**src/stu_pkg.sv**
```systemverilog
// Shared types, constants and helpers for the string-to-unsigned parser.
`timescale 1ns / 1ps
`default_nettype none

package stu_pkg;

    // Field widths
    localparam int VALUE_W = 32;
    localparam int POS_W   = 16;
    localparam int CH_W    = 8;
    localparam int BASE_W  = 6;
    localparam int PROD_W  = VALUE_W + BASE_W;

    // Command queue between front and back
    localparam int Q_DEPTH = 2;
    localparam int Q_AW    = $clog2(Q_DEPTH);
    localparam int Q_CW    = $clog2(Q_DEPTH + 1);

    // Character codes
    localparam logic [CH_W-1:0] CH_SPACE = 8'h20;
    localparam logic [CH_W-1:0] CH_NL    = 8'h0A;
    localparam logic [CH_W-1:0] CH_TAB   = 8'h09;
    localparam logic [CH_W-1:0] CH_PLUS  = 8'h2B;
    localparam logic [CH_W-1:0] CH_MINUS = 8'h2D;
    localparam logic [CH_W-1:0] CH_ZERO  = 8'h30;
    localparam logic [CH_W-1:0] CH_NINE  = 8'h39;
    localparam logic [CH_W-1:0] CH_UA    = 8'h41;
    localparam logic [CH_W-1:0] CH_UZ    = 8'h5A;
    localparam logic [CH_W-1:0] CH_LA    = 8'h61;
    localparam logic [CH_W-1:0] CH_LZ    = 8'h7A;
    localparam logic [CH_W-1:0] CH_UX    = 8'h58;
    localparam logic [CH_W-1:0] CH_LX    = 8'h78;

    // Bases
    localparam logic [BASE_W-1:0] BASE_AUTO = 6'd0;
    localparam logic [BASE_W-1:0] BASE_OCT  = 6'd8;
    localparam logic [BASE_W-1:0] BASE_DEC  = 6'd10;
    localparam logic [BASE_W-1:0] BASE_HEX  = 6'd16;

    // Digit code for a character that is no digit; not below any base
    localparam logic [BASE_W-1:0] DIG_NONE = '1;

    // Operation the front hands to the back
    typedef enum logic [1:0] {
        OP_NONE   = 2'd0,
        OP_DIGIT  = 2'd1,
        OP_FINISH = 2'd2
    } t_op;

    typedef struct packed {
        logic              clr;     // new string: clear accumulator first
        t_op               op;
        logic [BASE_W-1:0] digit;
        logic [BASE_W-1:0] base;
        logic              neg;
        logic              any;     // at least one digit consumed
        logic [POS_W-1:0]  offset;  // end offset, already zero without digits
    } t_cmd;

    // Value of a digit or letter, DIG_NONE for anything else
    function automatic logic [BASE_W-1:0] digit_value(input logic [CH_W-1:0] c);
        logic [CH_W-1:0] d;
        d = '1;
        if (c >= CH_ZERO && c <= CH_NINE) begin
            d = c - CH_ZERO;
        end else if (c >= CH_LA && c <= CH_LZ) begin
            d = c - (CH_LA - CH_W'(10));
        end else if (c >= CH_UA && c <= CH_UZ) begin
            d = c - (CH_UA - CH_W'(10));
        end
        return (d == '1) ? DIG_NONE : d[BASE_W-1:0];
    endfunction

endpackage

`default_nettype wire

```
**src/stu_front.sv**
```systemverilog
// Front end: accepts characters, tracks the string phase and issues commands.
`timescale 1ns / 1ps
`default_nettype none

module stu_front (
    input  wire logic                       i_clk,
    input  wire logic                       i_rst_n,
    input  wire logic                       i_valid,
    output logic                            o_stall,
    input  wire logic [stu_pkg::CH_W-1:0]   i_ch,
    input  wire logic                       i_start_req,
    input  wire logic [stu_pkg::BASE_W-1:0] i_base,
    input  wire logic                       i_full,
    output logic                            o_push,
    output stu_pkg::t_cmd                   o_cmd
);

    typedef enum logic [4:0] {
        PH_IDLE   = 5'b00001,
        PH_SPACE  = 5'b00010,
        PH_SIGNED = 5'b00100,
        PH_ZERO   = 5'b01000,
        PH_DIGITS = 5'b10000
    } t_phase;

    t_phase                      r_phase, n_phase, ph;
    logic [stu_pkg::BASE_W-1:0]  r_base, n_base, base;
    logic                        r_neg, n_neg, neg;
    logic                        r_any, n_any, any;
    logic [stu_pkg::POS_W-1:0]   r_pos, n_pos, pos;
    logic [stu_pkg::BASE_W-1:0]  dig;
    logic                        take_first, take, accept;
    stu_pkg::t_op                op;

    assign o_stall = i_full;
    assign accept  = i_valid && !i_full;

    // Phase walk for one character
    always_comb begin
        ph   = r_phase;
        base = r_base;
        neg  = r_neg;
        any  = r_any;
        pos  = r_pos;
        if (i_start_req) begin
            ph   = PH_SPACE;
            base = i_base;
            neg  = 1'b0;
            any  = 1'b0;
            pos  = '0;
        end
        dig        = stu_pkg::digit_value(i_ch);
        n_phase    = ph;
        n_base     = base;
        n_neg      = neg;
        n_any      = any;
        take_first = 1'b0;
        take       = 1'b0;
        op         = stu_pkg::OP_NONE;

        unique case (ph)
            PH_IDLE: begin
            end
            PH_SPACE: begin
                if (i_ch == stu_pkg::CH_SPACE || i_ch == stu_pkg::CH_NL ||
                    i_ch == stu_pkg::CH_TAB) begin
                end else if (i_ch == stu_pkg::CH_MINUS) begin
                    n_neg   = 1'b1;
                    n_phase = PH_SIGNED;
                end else if (i_ch == stu_pkg::CH_PLUS) begin
                    n_phase = PH_SIGNED;
                end else begin
                    take_first = 1'b1;
                end
            end
            PH_SIGNED: begin
                take_first = 1'b1;
            end
            PH_ZERO: begin
                n_phase = PH_DIGITS;
                if (i_ch == stu_pkg::CH_LX || i_ch == stu_pkg::CH_UX) begin
                    n_base = stu_pkg::BASE_HEX;
                end else begin
                    if (base == stu_pkg::BASE_AUTO) begin
                        n_base = stu_pkg::BASE_OCT;
                    end
                    // the leading zero counts as a digit
                    n_any = 1'b1;
                    take  = 1'b1;
                end
            end
            PH_DIGITS: begin
                take = 1'b1;
            end
            default: begin
            end
        endcase

        // First character after space or sign: possible prefix zero
        if (take_first) begin
            if ((base == stu_pkg::BASE_AUTO || base == stu_pkg::BASE_HEX) &&
                i_ch == stu_pkg::CH_ZERO) begin
                n_phase = PH_ZERO;
            end else begin
                if (base == stu_pkg::BASE_AUTO) begin
                    n_base = stu_pkg::BASE_DEC;
                end
                n_phase = PH_DIGITS;
                take    = 1'b1;
            end
        end

        // Digit below base is taken, anything else ends the string
        if (take) begin
            if (dig >= n_base) begin
                op      = stu_pkg::OP_FINISH;
                n_phase = PH_IDLE;
            end else begin
                op    = stu_pkg::OP_DIGIT;
                n_any = 1'b1;
            end
        end

        // Saturating offset counter
        n_pos = pos;
        if (op != stu_pkg::OP_FINISH && ph != PH_IDLE && pos != '1) begin
            n_pos = pos + stu_pkg::POS_W'(1);
        end
    end

    // Command toward the back end
    always_comb begin
        o_cmd.clr    = i_start_req;
        o_cmd.op     = op;
        o_cmd.digit  = dig;
        o_cmd.base   = n_base;
        o_cmd.neg    = n_neg;
        o_cmd.any    = n_any;
        o_cmd.offset = n_any ? pos : '0;
    end

    assign o_push = accept && (i_start_req || op != stu_pkg::OP_NONE);

    // Phase state
    always_ff @(posedge i_clk) begin
        if (!i_rst_n) begin
            r_phase <= PH_IDLE;
            r_base  <= '0;
            r_neg   <= 1'b0;
            r_any   <= 1'b0;
            r_pos   <= '0;
        end else if (accept) begin
            r_phase <= n_phase;
            r_base  <= n_base;
            r_neg   <= n_neg;
            r_any   <= n_any;
            r_pos   <= n_pos;
        end
    end

endmodule

`default_nettype wire

```
**src/stu_queue.sv**
```systemverilog
// Short command queue between the front and back ends.
`timescale 1ns / 1ps
`default_nettype none

module stu_queue (
    input  wire logic          i_clk,
    input  wire logic          i_rst_n,
    input  wire logic          i_push,
    input  wire stu_pkg::t_cmd i_cmd,
    output logic               o_full,
    output logic               o_valid,
    output stu_pkg::t_cmd      o_cmd,
    input  wire logic          i_pop
);

    stu_pkg::t_cmd                 r_mem [stu_pkg::Q_DEPTH];
    logic [stu_pkg::Q_AW-1:0]      r_wptr, r_rptr;
    logic [stu_pkg::Q_CW-1:0]      r_count;
    logic                          do_pop;

    assign o_full  = (r_count == stu_pkg::Q_CW'(stu_pkg::Q_DEPTH));
    assign o_valid = (r_count != '0);
    assign o_cmd   = r_mem[r_rptr];
    assign do_pop  = i_pop && o_valid;

    // Storage
    always_ff @(posedge i_clk) begin
        if (i_push) begin
            r_mem[r_wptr] <= i_cmd;
        end
    end

    // Pointers and fill count
    always_ff @(posedge i_clk) begin
        if (!i_rst_n) begin
            r_wptr  <= '0;
            r_rptr  <= '0;
            r_count <= '0;
        end else begin
            if (i_push) begin
                r_wptr <= (r_wptr == stu_pkg::Q_AW'(stu_pkg::Q_DEPTH - 1)) ?
                          '0 : r_wptr + stu_pkg::Q_AW'(1);
            end
            if (do_pop) begin
                r_rptr <= (r_rptr == stu_pkg::Q_AW'(stu_pkg::Q_DEPTH - 1)) ?
                          '0 : r_rptr + stu_pkg::Q_AW'(1);
            end
            case ({i_push, do_pop})
                2'b10:   r_count <= r_count + stu_pkg::Q_CW'(1);
                2'b01:   r_count <= r_count - stu_pkg::Q_CW'(1);
                default: r_count <= r_count;
            endcase
        end
    end

endmodule

`default_nettype wire

```
**src/stu_back.sv**
```systemverilog
// Back end: multiply-accumulate with overflow check and result register.
`timescale 1ns / 1ps
`default_nettype none

module stu_back (
    input  wire logic                        i_clk,
    input  wire logic                        i_rst_n,
    input  wire logic                        i_valid,
    input  wire stu_pkg::t_cmd               i_cmd,
    output logic                             o_pop,
    output logic                             o_valid,
    input  wire logic                        i_stall,
    output logic [stu_pkg::VALUE_W-1:0]      o_value,
    output logic [stu_pkg::POS_W-1:0]        o_end_offset,
    output logic                             o_digits_seen,
    output logic                             o_overflow
);

    logic [stu_pkg::VALUE_W-1:0] r_acc, acc_eff, value;
    logic                        r_over, over_eff, mac_ovf;
    logic [stu_pkg::PROD_W-1:0]  prod;
    logic                        r_out_valid, out_free;

    assign out_free = !r_out_valid || !i_stall;
    assign o_pop    = i_valid && (i_cmd.op != stu_pkg::OP_FINISH || out_free);

    // Accumulator as seen by this command
    assign acc_eff  = i_cmd.clr ? '0 : r_acc;
    assign over_eff = i_cmd.clr ? 1'b0 : r_over;

    // acc * base + digit; any bit above the value width is overflow
    assign prod    = stu_pkg::PROD_W'(acc_eff) * stu_pkg::PROD_W'(i_cmd.base)
                   + stu_pkg::PROD_W'(i_cmd.digit);
    assign mac_ovf = |prod[stu_pkg::PROD_W-1:stu_pkg::VALUE_W];

    // Final value: saturate, else negate on minus
    always_comb begin
        if (over_eff) begin
            value = '1;
        end else if (i_cmd.neg) begin
            value = ~acc_eff + stu_pkg::VALUE_W'(1);
        end else begin
            value = acc_eff;
        end
    end

    // Accumulator state
    always_ff @(posedge i_clk) begin
        if (!i_rst_n) begin
            r_acc  <= '0;
            r_over <= 1'b0;
        end else if (o_pop) begin
            unique case (i_cmd.op)
                stu_pkg::OP_DIGIT: begin
                    r_over <= over_eff || mac_ovf;
                    r_acc  <= (over_eff || mac_ovf) ?
                              acc_eff : prod[stu_pkg::VALUE_W-1:0];
                end
                stu_pkg::OP_NONE,
                stu_pkg::OP_FINISH: begin
                    r_acc  <= acc_eff;
                    r_over <= over_eff;
                end
                default: begin
                    r_acc  <= r_acc;
                    r_over <= r_over;
                end
            endcase
        end
    end

    // Output register valid
    always_ff @(posedge i_clk) begin
        if (!i_rst_n) begin
            r_out_valid <= 1'b0;
        end else if (o_pop && i_cmd.op == stu_pkg::OP_FINISH) begin
            r_out_valid <= 1'b1;
        end else if (!i_stall) begin
            r_out_valid <= 1'b0;
        end
    end

    // Output payload
    always_ff @(posedge i_clk) begin
        if (o_pop && i_cmd.op == stu_pkg::OP_FINISH) begin
            o_value       <= value;
            o_end_offset  <= i_cmd.offset;
            o_digits_seen <= i_cmd.any;
            o_overflow    <= over_eff;
        end
    end

    assign o_valid = r_out_valid;

endmodule

`default_nettype wire

```
**src/string_to_unsigned_parser.sv**
```systemverilog
// Top level of the streaming string-to-unsigned parser.
//
//  channel   direction  handshake           payload
//  input     in         i_valid / o_stall   i_ch, i_start_req, i_base
//  result    out        o_valid / i_stall   o_value, o_end_offset, o_digits_seen, o_overflow
//
// One character per cycle while o_stall is low; the multiply-add of the back end is combinational.
// The final character's command is queued first; o_valid is registered when the back end pops it.
// Synchronous active-low reset drops any string in progress and the queue.
// o_stall rises only when the two-entry command queue is full, i.e. when a result
// has waited under i_stall; digits keep draining while a result is held.
`timescale 1ns / 1ps
`default_nettype none

module string_to_unsigned_parser (
    input  wire logic                        i_clk,
    input  wire logic                        i_rst_n,
    input  wire logic                        i_valid,
    output logic                             o_stall,
    input  wire logic [stu_pkg::CH_W-1:0]    i_ch,
    input  wire logic                        i_start_req,
    input  wire logic [stu_pkg::BASE_W-1:0]  i_base,
    output logic                             o_valid,
    input  wire logic                        i_stall,
    output logic [stu_pkg::VALUE_W-1:0]      o_value,
    output logic [stu_pkg::POS_W-1:0]        o_end_offset,
    output logic                             o_digits_seen,
    output logic                             o_overflow
);

    stu_pkg::t_cmd push_cmd, head_cmd;
    logic          push, q_full, q_valid, pop;

    // Character classification and phase tracking
    stu_front u_front (
        .i_clk       (i_clk),
        .i_rst_n     (i_rst_n),
        .i_valid     (i_valid),
        .o_stall     (o_stall),
        .i_ch        (i_ch),
        .i_start_req (i_start_req),
        .i_base      (i_base),
        .i_full      (q_full),
        .o_push      (push),
        .o_cmd       (push_cmd)
    );

    // Decoupling queue
    stu_queue u_queue (
        .i_clk   (i_clk),
        .i_rst_n (i_rst_n),
        .i_push  (push),
        .i_cmd   (push_cmd),
        .o_full  (q_full),
        .o_valid (q_valid),
        .o_cmd   (head_cmd),
        .i_pop   (pop)
    );

    // Accumulation and result
    stu_back u_back (
        .i_clk         (i_clk),
        .i_rst_n       (i_rst_n),
        .i_valid       (q_valid),
        .i_cmd         (head_cmd),
        .o_pop         (pop),
        .o_valid       (o_valid),
        .i_stall       (i_stall),
        .o_value       (o_value),
        .o_end_offset  (o_end_offset),
        .o_digits_seen (o_digits_seen),
        .o_overflow    (o_overflow)
    );

endmodule

`default_nettype wire

```
**config.mk**
```make
export PLATFORM = sky130hd
export DESIGN_NAME = string_to_unsigned_parser
export DESIGN_NICKNAME = d
export VERILOG_FILES = /design/src/stu_pkg.sv /design/src/stu_front.sv /design/src/stu_queue.sv /design/src/stu_back.sv /design/src/string_to_unsigned_parser.sv
export SDC_FILE = /design/constraint.sdc
export NUM_CORES = 1
export LEC_CHECK = 0
export BUFFER_PORTS_ARGS = -buffer_cell sky130_fd_sc_hd__buf_2
export CAP_MARGIN = 15
export CORE_AREA = 2 2 175 177
export DETAILED_ROUTE_END_ITERATION = 8
export DIE_AREA = 0 0 177 179
export PLACE_DENSITY = 0.74
export SLEW_MARGIN = 20
export SYNTH_ARGS = -nofsm -noshare
export SYNTH_HDL_FRONTEND = slang
export SYNTH_SLANG_ARGS = --single-unit
export TNS_END_PERCENT = 10
```
**constraint.sdc**
```tcl
create_clock -name i_clk -period 7.8 [get_ports i_clk]
set_input_delay 0.39 -clock i_clk [delete_from_list [all_inputs] [get_ports i_clk]]
set_output_delay 0.39 -clock i_clk [all_outputs]
set_load 0.05 [all_outputs]
```
=== Yosys cells after proc, flatten, opt, wreduce, memory -nomap -nowiden ===
Memories as Yosys holds them, arrays and structs flattened. A register that Yosys moved wholly into a read port is not among the register bits.
Cells that the tools add are included.

* Word-level logic and storage cells: 147
* Output and inout bits: 52
* Memories kept: 1
* Bits in latches: 0
* Memory bits (writable): 66
* Register bits after elaboration: 117
* Bits in read-only memories: 0

{| class="wikitable"
|+ Memories
! memory !! depth !! bits a word !! read ports !! clocked after Yosys merged registers in !! write ports !! line !! source
|-
| u_queue.r_mem || 2 || 33 || 1 || 1 || 1 || stu_queue.sv:16 || <nowiki>stu_pkg::t_cmd r_mem [stu_pkg::Q_DEPTH];</nowiki>
|}

* Order comparisons: 7
* Multiplexer cells: 57
* $add $sub $neg: 10
* Equality and inequality tests: 24
* Shift operators: 0
* Divide/modulo/power cells: 0
* Bitwise gates (word level): 1
* $mul: 1
* Reduce and logical (&&, ||, !) cells: 31

{| class="wikitable"
|+ Operators by type and width
! operator !! number
|-
| 32-bit two-way mux || 3
|-
| 32-bit one-hot mux with 2 select lines || 1
|-
| 16-bit two-way mux || 3
|-
| 6-bit two-way mux || 8
|-
| 5-bit two-way mux || 8
|-
| 38-bit by 6-bit adder with 38-bit output || 1
|-
| 32-bit by 6-bit multiplier with 38-bit output || 1
|-
| 32-bit by 1-bit adder with 32-bit output, second input constant || 1
|-
| 8-bit by 6-bit equality test with 1-bit output, second input constant || 4
|-
| 32-bit NOT || 1
|-
| 1-bit two-way mux || 24
|-
| 8-bit two-way mux || 3
|-
| 16-bit by 1-bit adder with 16-bit output, second input constant || 1
|-
| 8-bit by 4-bit equality test with 1-bit output, second input constant || 2
|-
| 8-bit by 7-bit equality test with 1-bit output, second input constant || 2
|-
| 8-bit by 7-bit >= comparator with 1-bit output, second input constant || 2
|-
| 8-bit by 7-bit <= comparator with 1-bit output, second input constant || 2
|-
| 16-bit inequality test, second input constant || 1
|-
| 8-bit by 6-bit subtractor with 8-bit output, second input constant || 2
|-
| 1-bit logical AND || 11
|-
| 5-bit one-hot mux with 2 select lines || 1
|-
| 8-bit equality test, second input constant || 1
|-
| 8-bit by 6-bit >= comparator with 1-bit output, second input constant || 1
|-
| 8-bit by 6-bit <= comparator with 1-bit output, second input constant || 1
|-
| 26 further kinds || 46
|}

=== Longest topological paths before layout ===
Gate-level depths: netlist of run 1.

* Word-level depth: 16
* Mapped depth: 28
* Gate-level depth less buffers: 22

=== Hierarchy ===
A second synthesis of run 1 with hierarchy kept.

* Cell total of the unflattened synthesis: 1593
* Area total of the unflattened synthesis: 15806.4 um^2

{| class="wikitable"
|+ Modules (own cells, without submodules)
! module !! seq. area each (um^2) !! cells an instance !! instances !! area an instance (um^2)
|-
| stu_back || 2182.1 || 1098 || 1 || 10388.7
|-
| stu_front || 580.6 || 369 || 1 || 2817.7
|-
| stu_queue || 2082.0 || 126 || 1 || 2600.0
|}

=== Worst setup path after synthesis of run 1 ===
OpenSTA, ideal clock, no wires.

* Kind: register to register
* Start: register with a tool-made name
* End: register u_back.r_acc[16] (netlist name)
* Arrival time: 6.906 ns
* Required time: 7.683 ns
* Stages on the path, launching flop included: 26
* Clock period less this slack: 7.023 ns
* Buffers on the path: 4
* Slack: 0.777 ns
* Cells stage by stage: dfxtp_1 -> clkbuf_1 -> mux2i_1 -> clkbuf_1 -> clkbuf_1 -> nand2_1 -> or2_2 -> fa_1 -> fa_1 -> inv_1 -> fa_1 -> inv_1 -> fa_1 -> inv_1 -> ha_1 -> a21oi_1 -> o211ai_2 -> a311oi_2 -> nor3b_2 -> o21ai_0 -> or4b_1 -> nor2_1 -> and3_4 -> o22ai_2 -> buf_2 -> a22o_1

{| class="wikitable"
|+ RTL lines
! what !! line !! source
|-
| to (signal assigned) || stu_back.sv:56 || <nowiki>r_acc <= (over_eff || mac_ovf) ?</nowiki>
|-
| to (signal assigned) || stu_back.sv:65 || <nowiki>r_acc <= r_acc;</nowiki>
|-
| to (decl) || stu_back.sv:19 || <nowiki>logic [stu_pkg::VALUE_W-1:0] r_acc, acc_eff, value;</nowiki>
|}

==> results of run 1 <==
[worst reg2reg max path: stages (launching register included)]
cell and delay (ns):
dfxtp_2 0.61, mux2i_4 0.34, buf_4 0.44, nand2_1 0.45, nor2_1 0.27, fa_1 0.48, fa_1 0.53, fa_1 0.49
ha_1 0.30, ha_1 0.40, a21oi_1 0.36, o21ai_0 0.21, a221oi_1 0.29, o21ai_1 0.12, nor3_1 0.30, xnor2_1 0.13
nor4_2 0.37, and3_4 0.25, and3_1 0.15, buf_4 0.33, a22o_1 0.20
[registers in the layout (all words and copies together) (netlist names), named ones only]
register	count
u_front.r_phase	5
u_back.r_acc	32
u_back.o_digits_seen	1
u_back.o_valid	1
u_back.r_over	1
u_queue.r_rptr	1
u_front.r_pos	16
u_back.o_overflow	1
u_queue.r_mem	66
u_queue.r_count	2
u_back.o_value	32
u_queue.r_wptr	1
u_back.o_end_offset	16
u_front.r_neg	1
u_front.r_base	6
u_front.r_any	1
[synth_stat cells, types with 4 or more instances]
cell	number
a211oi_1	13
nand2_1	140
o21bai_1	5
o21ai_0	53
nand3b_1	8
buf_6	4
xnor2_1	35
o31ai_1	7
and2_1	18
inv_1	63
nand2b_1	8
fa_1	124
dfxtp_1	68
nor2b_1	10
nor3b_1	4
or2_2	16
ha_1	100
o21a_1	9
or3_1	6
buf_2	14
nand3_1	26
mux2_2	25
o211ai_1	14
a21oi_1	89
xor2_1	34
nor4_1	7
nor2_1	270
a22o_1	32
a21o_1	25
a31oi_1	15
edfxtp_1	116
o21ai_1	4
nand4_1	11
buf_1	7
nor3_1	20
mux2i_1	20
clkbuf_1	45
o41ai_1	4
and3_1	7
[per-stage QoR]
step	hold WS [ns]	std cells	util, %	setup WS [ns]	power, mW
final	0.222	1961	53.4	0.739	3.59
after CTS	0.205	1961	53.4	0.780	3.59
after detailed placement	0.460	1929	51.3	0.816	2.66
after floorplan	0.432	1519	-	0.777	2.27
after global placement	0.449	1929	51.3	0.945	2.63
after global routing	0.223	1961	53.4	0.440	3.77
[cell type report]
cell class                      instances  share of cell area [%]
Clock buffer                           17                    2.65
Clock inverter                         15                    1.32
Timing Repair Buffer                   86                    2.93
Tap cell                              396                    3.09
Multi-Input combinational cell       1200                    58.3
Inverter                               63                    1.47
Sequential cell                       184                    30.2
[how the worst max path moves through the flow]
stage	startpoint	to	slack, ns	cells past startpoint
floorplan	flip-flop	u_back.r_acc[16]	0.78	25
global placement	flip-flop	u_back.r_acc[2]	0.95	23
detailed placement	flip-flop	u_back.r_acc[1]	0.82	23
CTS	flip-flop	u_back.r_acc[1]	0.78	23
global route	flip-flop	u_back.r_acc[12]	0.44	20
finish	flip-flop	u_back.r_acc[1]	0.74	20
[cells by family after synthesis]
kind of cell	Yosys count
AO/OA/AOI/OAI	300
XOR/XNOR	69
adder cells (fa/ha/maj)	224
AND/OR/NAND/NOR	562
multiplexers	45
buffers and inverters	135
flip-flops	184
[where the power goes]
group	switching (mW)	internal, mW	leakage, nW	total (mW)
combinational	0.967	0.429	5.19	1.40
clock	0.436	0.494	0.306	0.930
sequential	0.0701	1.19	1.63	1.26
[layer usage]
metal  vias to the layer above  GRT usage [%]
met5                         -              0
met1                      5642           31.1
met3                        73           4.07
li1                       5359              -
met4                         0           7.30
met2                       437           38.3
[placed cells by master (no fill, tap or decap), types with 4 or more instances in the layout]
master	count
o31ai_1	7
buf_2	70
nor2b_1	10
nand2_1	140
nor2_1	268
inv_1	63
nand3b_1	8
xor2_1	34
a21o_1	25
nand2b_1	8
a21oi_1	89
and3_1	7
o21ai_1	4
edfxtp_1	116
mux2i_2	7
nand4_1	11
or2_2	16
dfxtp_1	67
clkbuf_16	17
mux2i_1	12
a31oi_1	15
nor3b_1	4
nor3_1	20
a211oi_1	13
fa_1	124
buf_4	16
o21ai_0	53
nor4_1	7
or3_1	6
clkinv_8	4
mux2_2	25
o21a_1	9
and2_1	17
xnor2_1	35
ha_1	100
nand3_1	26
a22o_1	32
o211ai_1	14
o41ai_1	4
o21bai_1	5
==> key figures, run 1 <==
Worst setup path
  • WP data arrival: 7.45 ns
  • R2r setup slk: 0.74 ns
  • CP Data Required Time: 8.19 ns
  • Worst setup EP type: flip-flop
  • Startpoint type of the worst setup path: flip-flop
  • Crit path max fanout: 41
  • Critical R2R Capture: u_back.r_acc[1]
  • Crit-path most repeated cell: fa_1
  • Crit-path max cell delay: 0.61 ns
  • Critical Path Slowest Stage Cell: dfxtp_2
  • CP Class: flip-flop to flip-flop
  • Buffers & Inverters on Critical Path: 2
  • Critical path cell sequence: mux2i_4 -> buf_4 -> nand2_1 -> nor2_1 -> fa_1 -> fa_1 -> fa_1 -> ha_1 -> ha_1 -> a21oi_1 -> o21ai_0 -> a221oi_1 -> o21ai_1 -> nor3_1 -> xnor2_1 -> nor4_2 -> and3_4 -> and3_1 -> buf_4 -> a22o_1
  • Top cell family by delay on the critical path: adder cells
  • FF-to-FF path depth: 20

STA
  • Pins Over Slew Limit: 0
  • FMAX: 142 MHz
  • Final min period: 7.06 ns
  • Setup TNS: 0 ns
  • Final setup violation count: 0
  • Period Utilization, post-route: 90.5%
  • Slew @ Worst Pin: 1.07 ns
  • Endpoints failing hold: 0
  • Clock Skews: 0.0114 ns
  • Unrepaired setup endpoints after global routing: false
  • Slew margin rel.: 28.6%

Drt
  • DRT iter0 DRCs: 896
  • Final ANT Viol Nets: 0
  • Max layer used: met4
  • DR vias: 11500
  • Routed vias/inst: 5.87
  • Residual DRC: 0
  • Met3 WL post-DR: 2240 um
  • Drt wl/cell: 18.0 um
  • Final wirelength: 35300 um
  • WL met1: 15700 um
  • Metal2 WL: 16600 um
  • DRT Pass-1 Iters: 5

Job
  • MaxCap Viol Count: 0

Floorplanning
  • Die width: 177 um
  • Floorplan row count: 64
  • Die Area: 0.0317 mm^2
  • Core area: 0.0300 mm^2
  • IO Pins: 71
  • Starting Density: 49.0%
  • Die height: 179 um

Hold path
  • Hold Crit Class: input pin to flip-flop
  • Hold path cells: 3
  • Hold path endpoint: u_back.o_valid
  • Hold wc startpoint: i_stall

Finish
  • Design Area, Final: 0.0160 mm^2
  • Diode count: 0
  • Area Growth Syn to Fin: 8.99%
  • Register area: 0.00485 mm^2
  • Nets: 1795
  • Multi-input gate area: 0.00936 mm^2
  • Share of post-route cells with drive strength above 1: 12.1%
  • Fillcell total: 2611

Clock tree
  • H-Tree Depth: 4
  • Clock slew at reported path FFs: 0.08 ns
  • Root Driver: clkbuf_16
  • Clock buffers created by TritonCTS: 17
  • CTS tree: built
  • Setup bufs post-CTS: 0
  • # clock sinks: 184
  • CTS hold repair buffers: 0
  • Post-cts sizing count: 0
  • Skew-Pair Late Insertion Delay: 0.45 ns
  • Longest Clk Path Bufs: 2

Synth
  • Synthesized cell area: 0.0147 mm^2
  • Post-Synth XOR/XNOR Area: 4.11%
  • Synthesized-area fraction occupied by adder cells: 25.4%
  • Synth Register Bits: 184
  • Synth cell types: 72
  • Area leader, netlist: edfxtp_1
  • Synth warn: 0
  • Post-Synthesis Cells: 1519
  • Synth top area cells: edfxtp_1, fa_1, dfxtp_1, ha_1, nor2_1
  • Post-synthesis sequential area ratio: 32.9%
  • Post-synthesis mux area share: 3.27%
  • Synth top area share: 23.7%
  • Async SR Flop Fraction: 0%
  • Mean Syn Cell Area: 9.69 um^2
  • Largest family of logic cells by synthesized area: adder cells
  • Commonest register cell after synthesis: edfxtp_1
  • Synth Area in Compound Gates: 13.7%
  • Synthesized Nets: 1762
  • Post-synth EDFFs: 116
  • Synth Area in Simple Gates: 16.9%

Power and ir drop
  • Power Density: 224 mW/mm^2
  • P_leak: 7.13 nW
  • VDD IR max: 0.204 mV

GRT
  • Initial antenna violation count: 0
  • Largest net degree at the start of global routing: 42
  • First-pass GRT wire length: 58300 um
  • Number of global-route vias before repair: 11400
  • GRT overflow: 0
  • Gr usage total: 23.2%

Placement
  • GPL Wtd Cong: 0.934
  • HPWL Detailed: 26400 um
  • Placement-stage cell area: 0.0154 mm^2
  • Port Buffers: 70

Outcome
  • Outcome: complete, no violations
Note: power is estimated with default switching activity, not from simulation.
==> run 2, diff against run 1 <==
--- a/config.mk
+++ b/config.mk
@@ -10,7 +10,8 @@
 export CORE_AREA = 2 2 175 177
 export DETAILED_ROUTE_END_ITERATION = 8
 export DIE_AREA = 0 0 177 179
-export PLACE_DENSITY = 0.74
+export PLACE_DENSITY = 0.73
+export SETUP_SLACK_MARGIN = 0.02
 export SLEW_MARGIN = 20
 export SYNTH_ARGS = -nofsm -noshare
 export SYNTH_HDL_FRONTEND = slang
==> run 2 against run 1 <==
Compared with the run above: worst setup slack improved by 0.13 ns; global-route usage rose by 0.15 points; sequential share of layout area is essentially flat; total power fell by 1.7%; flip-flop and latch count did not move.
==> key figures, run 2 (synthesis results as in run 1) <==
GRT
  • First-pass GRT wire length: 58900 um (was 58300 um)
  • GRT overflow: 0 (unchanged)
  • Gr usage total: 23.3% (was 23.2%)
  • Number of global-route vias before repair: 11400 (about the same)
  • Initial antenna violation count: 0 (unchanged)
  • Largest net degree at the start of global routing: 51 (was 42)

Finish
  • Most frequent cells in the layout: nor2_1, nand2_1, fa_1, edfxtp_1, ha_1 (unchanged)
  • Max reg flops: 66 (unchanged)
  • Area Growth Syn to Fin: 8.86% (was 8.99%)
  • Nets: 1798 (was 1795)
  • Share of post-route cells with drive strength above 1: 12.2% (was 12.1%)
  • Most common cell after layout, fill and taps aside: nor2_1 (unchanged)
  • Top reg by flops: u_queue.r_mem (unchanged)
  • Regs by FF count: u_queue.r_mem x66, u_back.o_value x32, u_back.r_acc x32 (unchanged)
  • Post-Layout Cell Count: 1964 (was 1961)
  • Diode count: 0 (unchanged)

Worst setup path
  • CP Class: flip-flop to flip-flop (unchanged)
  • Critical Path Slowest Stage Cell: mux2i_4 (was dfxtp_2)
  • R2r setup slk: 0.87 ns (was 0.74 ns)
  • Critical path cell sequence: mux2i_4 -> nand2_1 -> buf_4 -> or2_2 -> fa_1 -> fa_1 -> inv_1 -> fa_1 -> inv_1 -> fa_1 -> inv_1 -> ha_1 -> a21oi_1 -> o211ai_2 -> a311oi_2 -> nor3b_2 -> o21ai_0 -> mux2i_1 -> nor4_2 -> and3_4 -> o22ai_2 -> buf_4 -> a22o_1 (was mux2i_4 -> buf_4 -> nand2_1 -> nor2_1 -> fa_1 -> fa_1 -> fa_1 -> ha_1 -> ha_1 -> a21oi_1 -> o21ai_0 -> a221oi_1 -> o21ai_1 -> nor3_1 -> xnor2_1 -> nor4_2 -> and3_4 -> and3_1 -> buf_4 -> a22o_1)
  • Crit-path most repeated cell: fa_1 (unchanged)
  • Worst setup EP type: flip-flop (unchanged)
  • Buffers & Inverters on Critical Path: 5 (was 2)
  • WP data arrival: 7.26 ns (was 7.45 ns)
  • Crit path max fanout: 31 (was 41)
  • Crit-path max cell delay: 0.61 ns (about the same)
  • Top cell family by delay on the critical path: adder cells (unchanged)
  • CP Data Required Time: 8.13 ns (was 8.19 ns)
  • Startpoint type of the worst setup path: flip-flop (unchanged)

STA
  • Clock Skews: 0.00935 ns (was 0.0114 ns)
  • Setup WS post-layout: 0.869 ns (was 0.739 ns)
  • Pins Over Slew Limit: 0 (unchanged)
  • Final min period: 6.93 ns (was 7.06 ns)
  • Endpoints failing hold: 0 (unchanged)
  • Period Utilization, post-route: 88.9% (was 90.5%)
  • Unrepaired setup endpoints after global routing: false (unchanged)
  • WHS: 0.219 ns (was 0.222 ns)
  • FMAX: 144 MHz (was 142 MHz)
  • Slew @ Worst Pin: 1.05 ns (was 1.07 ns)
  • Setup TNS: 0 ns (unchanged)
  • Final setup violation count: 0 (unchanged)
  • Slew margin rel.: 29.8% (was 28.6%)

Job
  • MaxCap Viol Count: 0 (unchanged)

Placement
  • GPL Wtd Cong: 0.914 (was 0.934)
  • Placed Cells: 1932 (was 1929)
  • HPWL Detailed: 26400 um (about the same)
  • Pre-CTS setup slack: 0.971 ns (was 0.816 ns)
  • Port Buffers: 70 (unchanged)

Clock tree
  • H-Tree Depth: 4 (unchanged)
  • CTS tree: built (unchanged)
  • # clock sinks: 184 (unchanged)
  • Clock buffers created by TritonCTS: 17 (unchanged)
  • Setup bufs post-CTS: 0 (unchanged)
  • Root Driver: clkbuf_16 (unchanged)
  • Skew-Pair Late Insertion Delay: 0.44 ns (was 0.45 ns)
  • Post-cts sizing count: 0 (unchanged)
  • Longest Clk Path Bufs: 2 (unchanged)
  • Clock slew at reported path FFs: 0.07 ns (was 0.08 ns)
  • CTS hold repair buffers: 0 (unchanged)

Drt
  • Final ANT Viol Nets: 0 (unchanged)
  • DRT Pass-1 Iters: 5 (unchanged)
  • Drt wl/cell: 18.0 um (about the same)
  • DR vias: 11500 (about the same)
  • Routed vias/inst: 5.83 (was 5.87)
  • Residual DRC: 0 (unchanged)
  • Final wirelength: 35300 um (about the same)
  • DRT iter0 DRCs: 910 (was 896)

Floorplanning
  • IO Pins: 71 (unchanged)
  • Die width: 177 um (unchanged)
  • Core area: 0.0300 mm^2 (unchanged)
  • Floorplan row count: 64 (unchanged)
  • Die height: 179 um (unchanged)
  • Die Area: 0.0317 mm^2 (unchanged)
  • Starting Density: 49.0% (unchanged)

Power and ir drop
  • Power Density: 220 mW/mm^2 (was 224 mW/mm^2)
  • P_leak: 7.13 nW (about the same)
  • VDD IR max: 0.185 mV (was 0.204 mV)
  • Total power: 3.53 mW (was 3.59 mW)

Hold path
  • Hold Crit Class: input pin to flip-flop (unchanged)

Outcome
  • Outcome: complete, no violations (unchanged)
run 2: report_power, final:
part | switching [mW] | internal (mW) | leakage, nW | total (mW)
registers | 0.0558 | 1.19 | 1.63 | 1.25
clock network | 0.415 | 0.462 | 0.293 | 0.877
logic | 0.970 | 0.431 | 5.20 | 1.40
total | 1.44 | 2.09 | 7.13 | 3.53
run 2: area by class of cell:
cell class	instances	area [um^2]
timing repair buffer	89	493
clock inverter	14	155
multi-input combinational	1200	9360
clock buffer	18	439
inverter	63	236
tap	396	495
sequential	184	4850
fill	2663	14000
run 2: final timing paths:
kind                            cells past startpoint                to                  from
worst max register to register                     23  u_back.r_acc[14]  u_queue.r_mem[0][32]
worst min-delay path                                3    u_back.o_valid               i_stall
worst max-delay path                               23  u_back.r_acc[14]  u_queue.r_mem[0][32]
worst min register to register                      2  u_back.r_acc[20]      u_back.r_acc[20]
run 2: per-stage QoR:
step,area (um^2),utilization [%]
after detailed placement,15400,51.4
final,16000,53.4
after CTS,16000,53.4
after global placement,15400,51.4
after floorplan,14700,-
after global routing,16000,53.4
run 2: worst min-delay path, cell delays in order:
cell	delay, ns
buf_2	0.10
a21oi_1	0.07
nor2_1	0.07
run 2: per-layer routing:
metal,track usage (%),part of all wire (%)
met1,31.7,44
met2,38.2,48
met3,4.30,5.9
met4,6.89,2.0
met5,0,0
==> run 3, diff against run 2 <==
==> constraint.sdc (replaced) <==
create_clock -name i_clk -period 7.83 [get_ports i_clk]
set_input_delay 0.3915 -clock i_clk [delete_from_list [all_inputs] [get_ports i_clk]]
set_output_delay 0.3915 -clock i_clk [all_outputs]
set_load 0.05 [all_outputs]
==> run 3 against run 2 <==
Compared with the run above: core utilization is 0.12 points higher; combinational power hardly changed; register-to-register slack better by 0.14 ns; fmax is 1.7% higher; cell area is 0.23% higher; sequential share of layout area is 0.071 points lower; die area stayed put; worst setup slack better by 0.14 ns; largest cell class unchanged; highest routed layer unchanged.
==> key figures, run 3 (synthesis results as in run 1) <==
Outcome
  • Outcome: complete, no violations (unchanged)

STA
  • Setup TNS: 0 ns (unchanged)
  • WHS: 0.198 ns (was 0.219 ns)
  • Unrepaired setup endpoints after global routing: false (unchanged)
  • Pins Over Slew Limit: 0 (unchanged)
  • Final setup violation count: 0 (unchanged)
  • Clock Skews: 0.0121 ns (was 0.00935 ns)
  • Final min period: 6.82 ns (was 6.93 ns)
  • Endpoints failing hold: 0 (unchanged)
  • Slew margin rel.: 30.1% (was 29.8%)
  • Slew @ Worst Pin: 1.05 ns (about the same)
  • FMAX: 147 MHz (was 144 MHz)
  • Period Utilization, post-route: 87.1% (was 88.9%)

Worst setup path
  • CP Class: flip-flop to flip-flop (unchanged)
  • CP Data Required Time: 8.17 ns (was 8.13 ns)
  • FF-to-FF path depth: 21 (was 23)
  • Crit path max fanout: 35 (was 31)
  • Critical R2R Capture: u_back.r_acc[0] (was u_back.r_acc[14])
  • R2r setup slk: 1.01 ns (was 0.87 ns)
  • Startpoint type of the worst setup path: flip-flop (unchanged)
  • Worst setup EP type: flip-flop (unchanged)
  • WP data arrival: 7.16 ns (was 7.26 ns)

Power and ir drop
  • P_leak: 7.14 nW (was 7.13 nW)
  • Total power: 3.57 mW (was 3.53 mW)
  • Power Density: 222 mW/mm^2 (was 220 mW/mm^2)
  • VDD IR max: 0.190 mV (was 0.185 mV)

Drt
  • Final ANT Viol Nets: 0 (unchanged)
  • DRT Pass-1 Iters: 6 (was 5)
  • Drt wl/cell: 18.0 um (about the same)
  • DR vias: 11500 (about the same)
  • Final wirelength: 35200 um (was 35300 um)
  • Routed vias/inst: 5.84 (was 5.83)
  • Residual DRC: 0 (unchanged)
  • DRT iter0 DRCs: 971 (was 910)

Placement
  • GPL Wtd Cong: 0.918 (was 0.914)
  • HPWL Detailed: 26100 um (was 26400 um)
  • Port Buffers: 70 (unchanged)
  • Placed Cells: 1930 (was 1932)

Clock tree
  • CTS hold repair buffers: 0 (unchanged)
  • Setup bufs post-CTS: 0 (unchanged)
  • CTS tree: built (unchanged)
  • Clock slew at reported path FFs: 0.08 ns (was 0.07 ns)
  • # clock sinks: 184 (unchanged)
  • Clock buffers created by TritonCTS: 17 (unchanged)
  • Post-cts sizing count: 0 (unchanged)
  • Longest Clk Path Bufs: 2 (unchanged)
  • H-Tree Depth: 4 (unchanged)
  • Root Driver: clkbuf_16 (unchanged)
  • Skew-Pair Late Insertion Delay: 0.45 ns (was 0.44 ns)

Finish
  • Most common cell after layout, fill and taps aside: nor2_1 (unchanged)
  • Post-Layout Cell Count: 1962 (was 1964)
  • Area Growth Syn to Fin: 9.11% (was 8.86%)
  • Nets: 1796 (was 1798)
  • Top reg by flops: u_queue.r_mem (unchanged)
  • Share of post-route cells with drive strength above 1: 12.2% (about the same)
  • Diode count: 0 (unchanged)
  • Regs by FF count: u_queue.r_mem x66, u_back.o_value x32, u_back.r_acc x32 (unchanged)
  • Fillcell total: 2682 (was 2663)
  • Max reg flops: 66 (unchanged)
  • Most frequent cells in the layout: nor2_1, nand2_1, fa_1, edfxtp_1, ha_1 (unchanged)
  • Final Util: 53.5% (was 53.4%)

Floorplanning
  • Die height: 179 um (unchanged)
  • Core area: 0.0300 mm^2 (unchanged)
  • Starting Density: 49.0% (unchanged)
  • Die Area: 0.0317 mm^2 (unchanged)
  • Die width: 177 um (unchanged)
  • IO Pins: 71 (unchanged)
  • Floorplan row count: 64 (unchanged)

GRT
  • GRT overflow: 0 (unchanged)
  • Initial antenna violation count: 0 (unchanged)
  • First-pass GRT wire length: 58300 um (was 58900 um)
  • Gr usage total: 23.3% (about the same)
  • Largest net degree at the start of global routing: 51 (unchanged)
  • Number of global-route vias before repair: 11500 (was 11400)

Hold path
  • Hold path endpoint: u_back.o_valid (unchanged)
  • Hold wc startpoint: i_stall (unchanged)
  • Hold Crit Class: input pin to flip-flop (unchanged)
  • Hold path cells: 3 (unchanged)

Job
  • MaxCap Viol Count: 0 (unchanged)
==> run 3: cell types whose count changed in the layout (fill, tap and decap cells not counted) <==
cell | previous run | this run
buf_4 | 19 | 17
bufinv_16 | 1 | 2
clkbuf_8 | 1 | 0
clkinv_1 | 1 | 0
clkinv_4 | 3 | 0
clkinv_8 | 2 | 5
clkinvlp_4 | 0 | 1
inv_12 | 0 | 1
inv_6 | 4 | 2
inv_8 | 2 | 3
==> run 3: how the worst max path moves through the flow <==
stage                          from                to  slack, ns  cells after the start
2_1_floorplan             flip-flop  u_back.r_acc[16]       0.81                     25
3_3_place_gp              flip-flop  u_back.r_acc[12]       1.24                     21
3_5_place_dp   u_queue.r_mem[0][32]  u_back.r_acc[19]       1.06                     23
4_1_cts                   flip-flop  u_back.r_acc[27]       1.06                     23
5_1_grt        u_queue.r_mem[0][32]  u_back.r_acc[27]       0.52                     23
6_report                  flip-flop   u_back.r_acc[0]       1.01                     21
==> run 3: routing by layer <==
| metal | vias up | GRT usage [%] | part of all wire, % |
|---|---|---|---|
| met5 | - | 0 | 0 |
| met4 | 0 | 7.20 | 2.1 |
| met3 | 59 | 3.67 | 6.0 |
| met2 | 420 | 39.5 | 48 |
| met1 | 5622 | 30.7 | 43 |
| li1 | 5363 | - | - |
==> run 3: power breakdown <==
group / internal, mW / switching (mW) / total, mW / leakage (nW)
clock: 0.496 / 0.440 / 0.936 / 0.311
sequential: 1.19 / 0.0539 / 1.24 / 1.63
combinational: 0.428 / 0.961 / 1.39 / 5.19
total: 2.11 / 1.45 / 3.57 / 7.14
==> run 3: critical path, stage by stage (launching register included) <==
cell	delay (ns)
dfxtp_2	0.37
buf_4	0.47
mux2i_2	0.30
buf_4	0.43
nor2_1	0.13
fa_1	0.54
fa_1	0.56
inv_1	0.06
fa_1	0.52
inv_1	0.04
ha_1	0.29
ha_1	0.48
nand4_1	0.18
or3_1	0.40
a211oi_1	0.32
o41ai_1	0.10
or4b_1	0.49
nor2_1	0.16
and3_4	0.22
o22ai_2	0.08
buf_4	0.25
a22o_1	0.26
==> run 3: final cells by class <==
cell class / instances / area (um^2) / area share (%)
Clock buffer: 17 / 425 / 2.65
Inverter: 63 / 236 / 1.47
Sequential cell: 184 / 4850 / 30.2
Multi-Input combinational cell: 1200 / 9360 / 58.3
Tap cell: 396 / 495 / 3.08
Timing Repair Buffer: 87 / 478 / 2.98
Clock inverter: 15 / 221 / 1.38
==> run 3: metrics by stage <==
step	setup slack (ns)	cell area, um^2
final	1.01	16100
after global routing	0.519	16100
after CTS	1.06	16100
after detailed placement	1.06	15400
after global placement	1.24	15400
after floorplan	0.807	14700
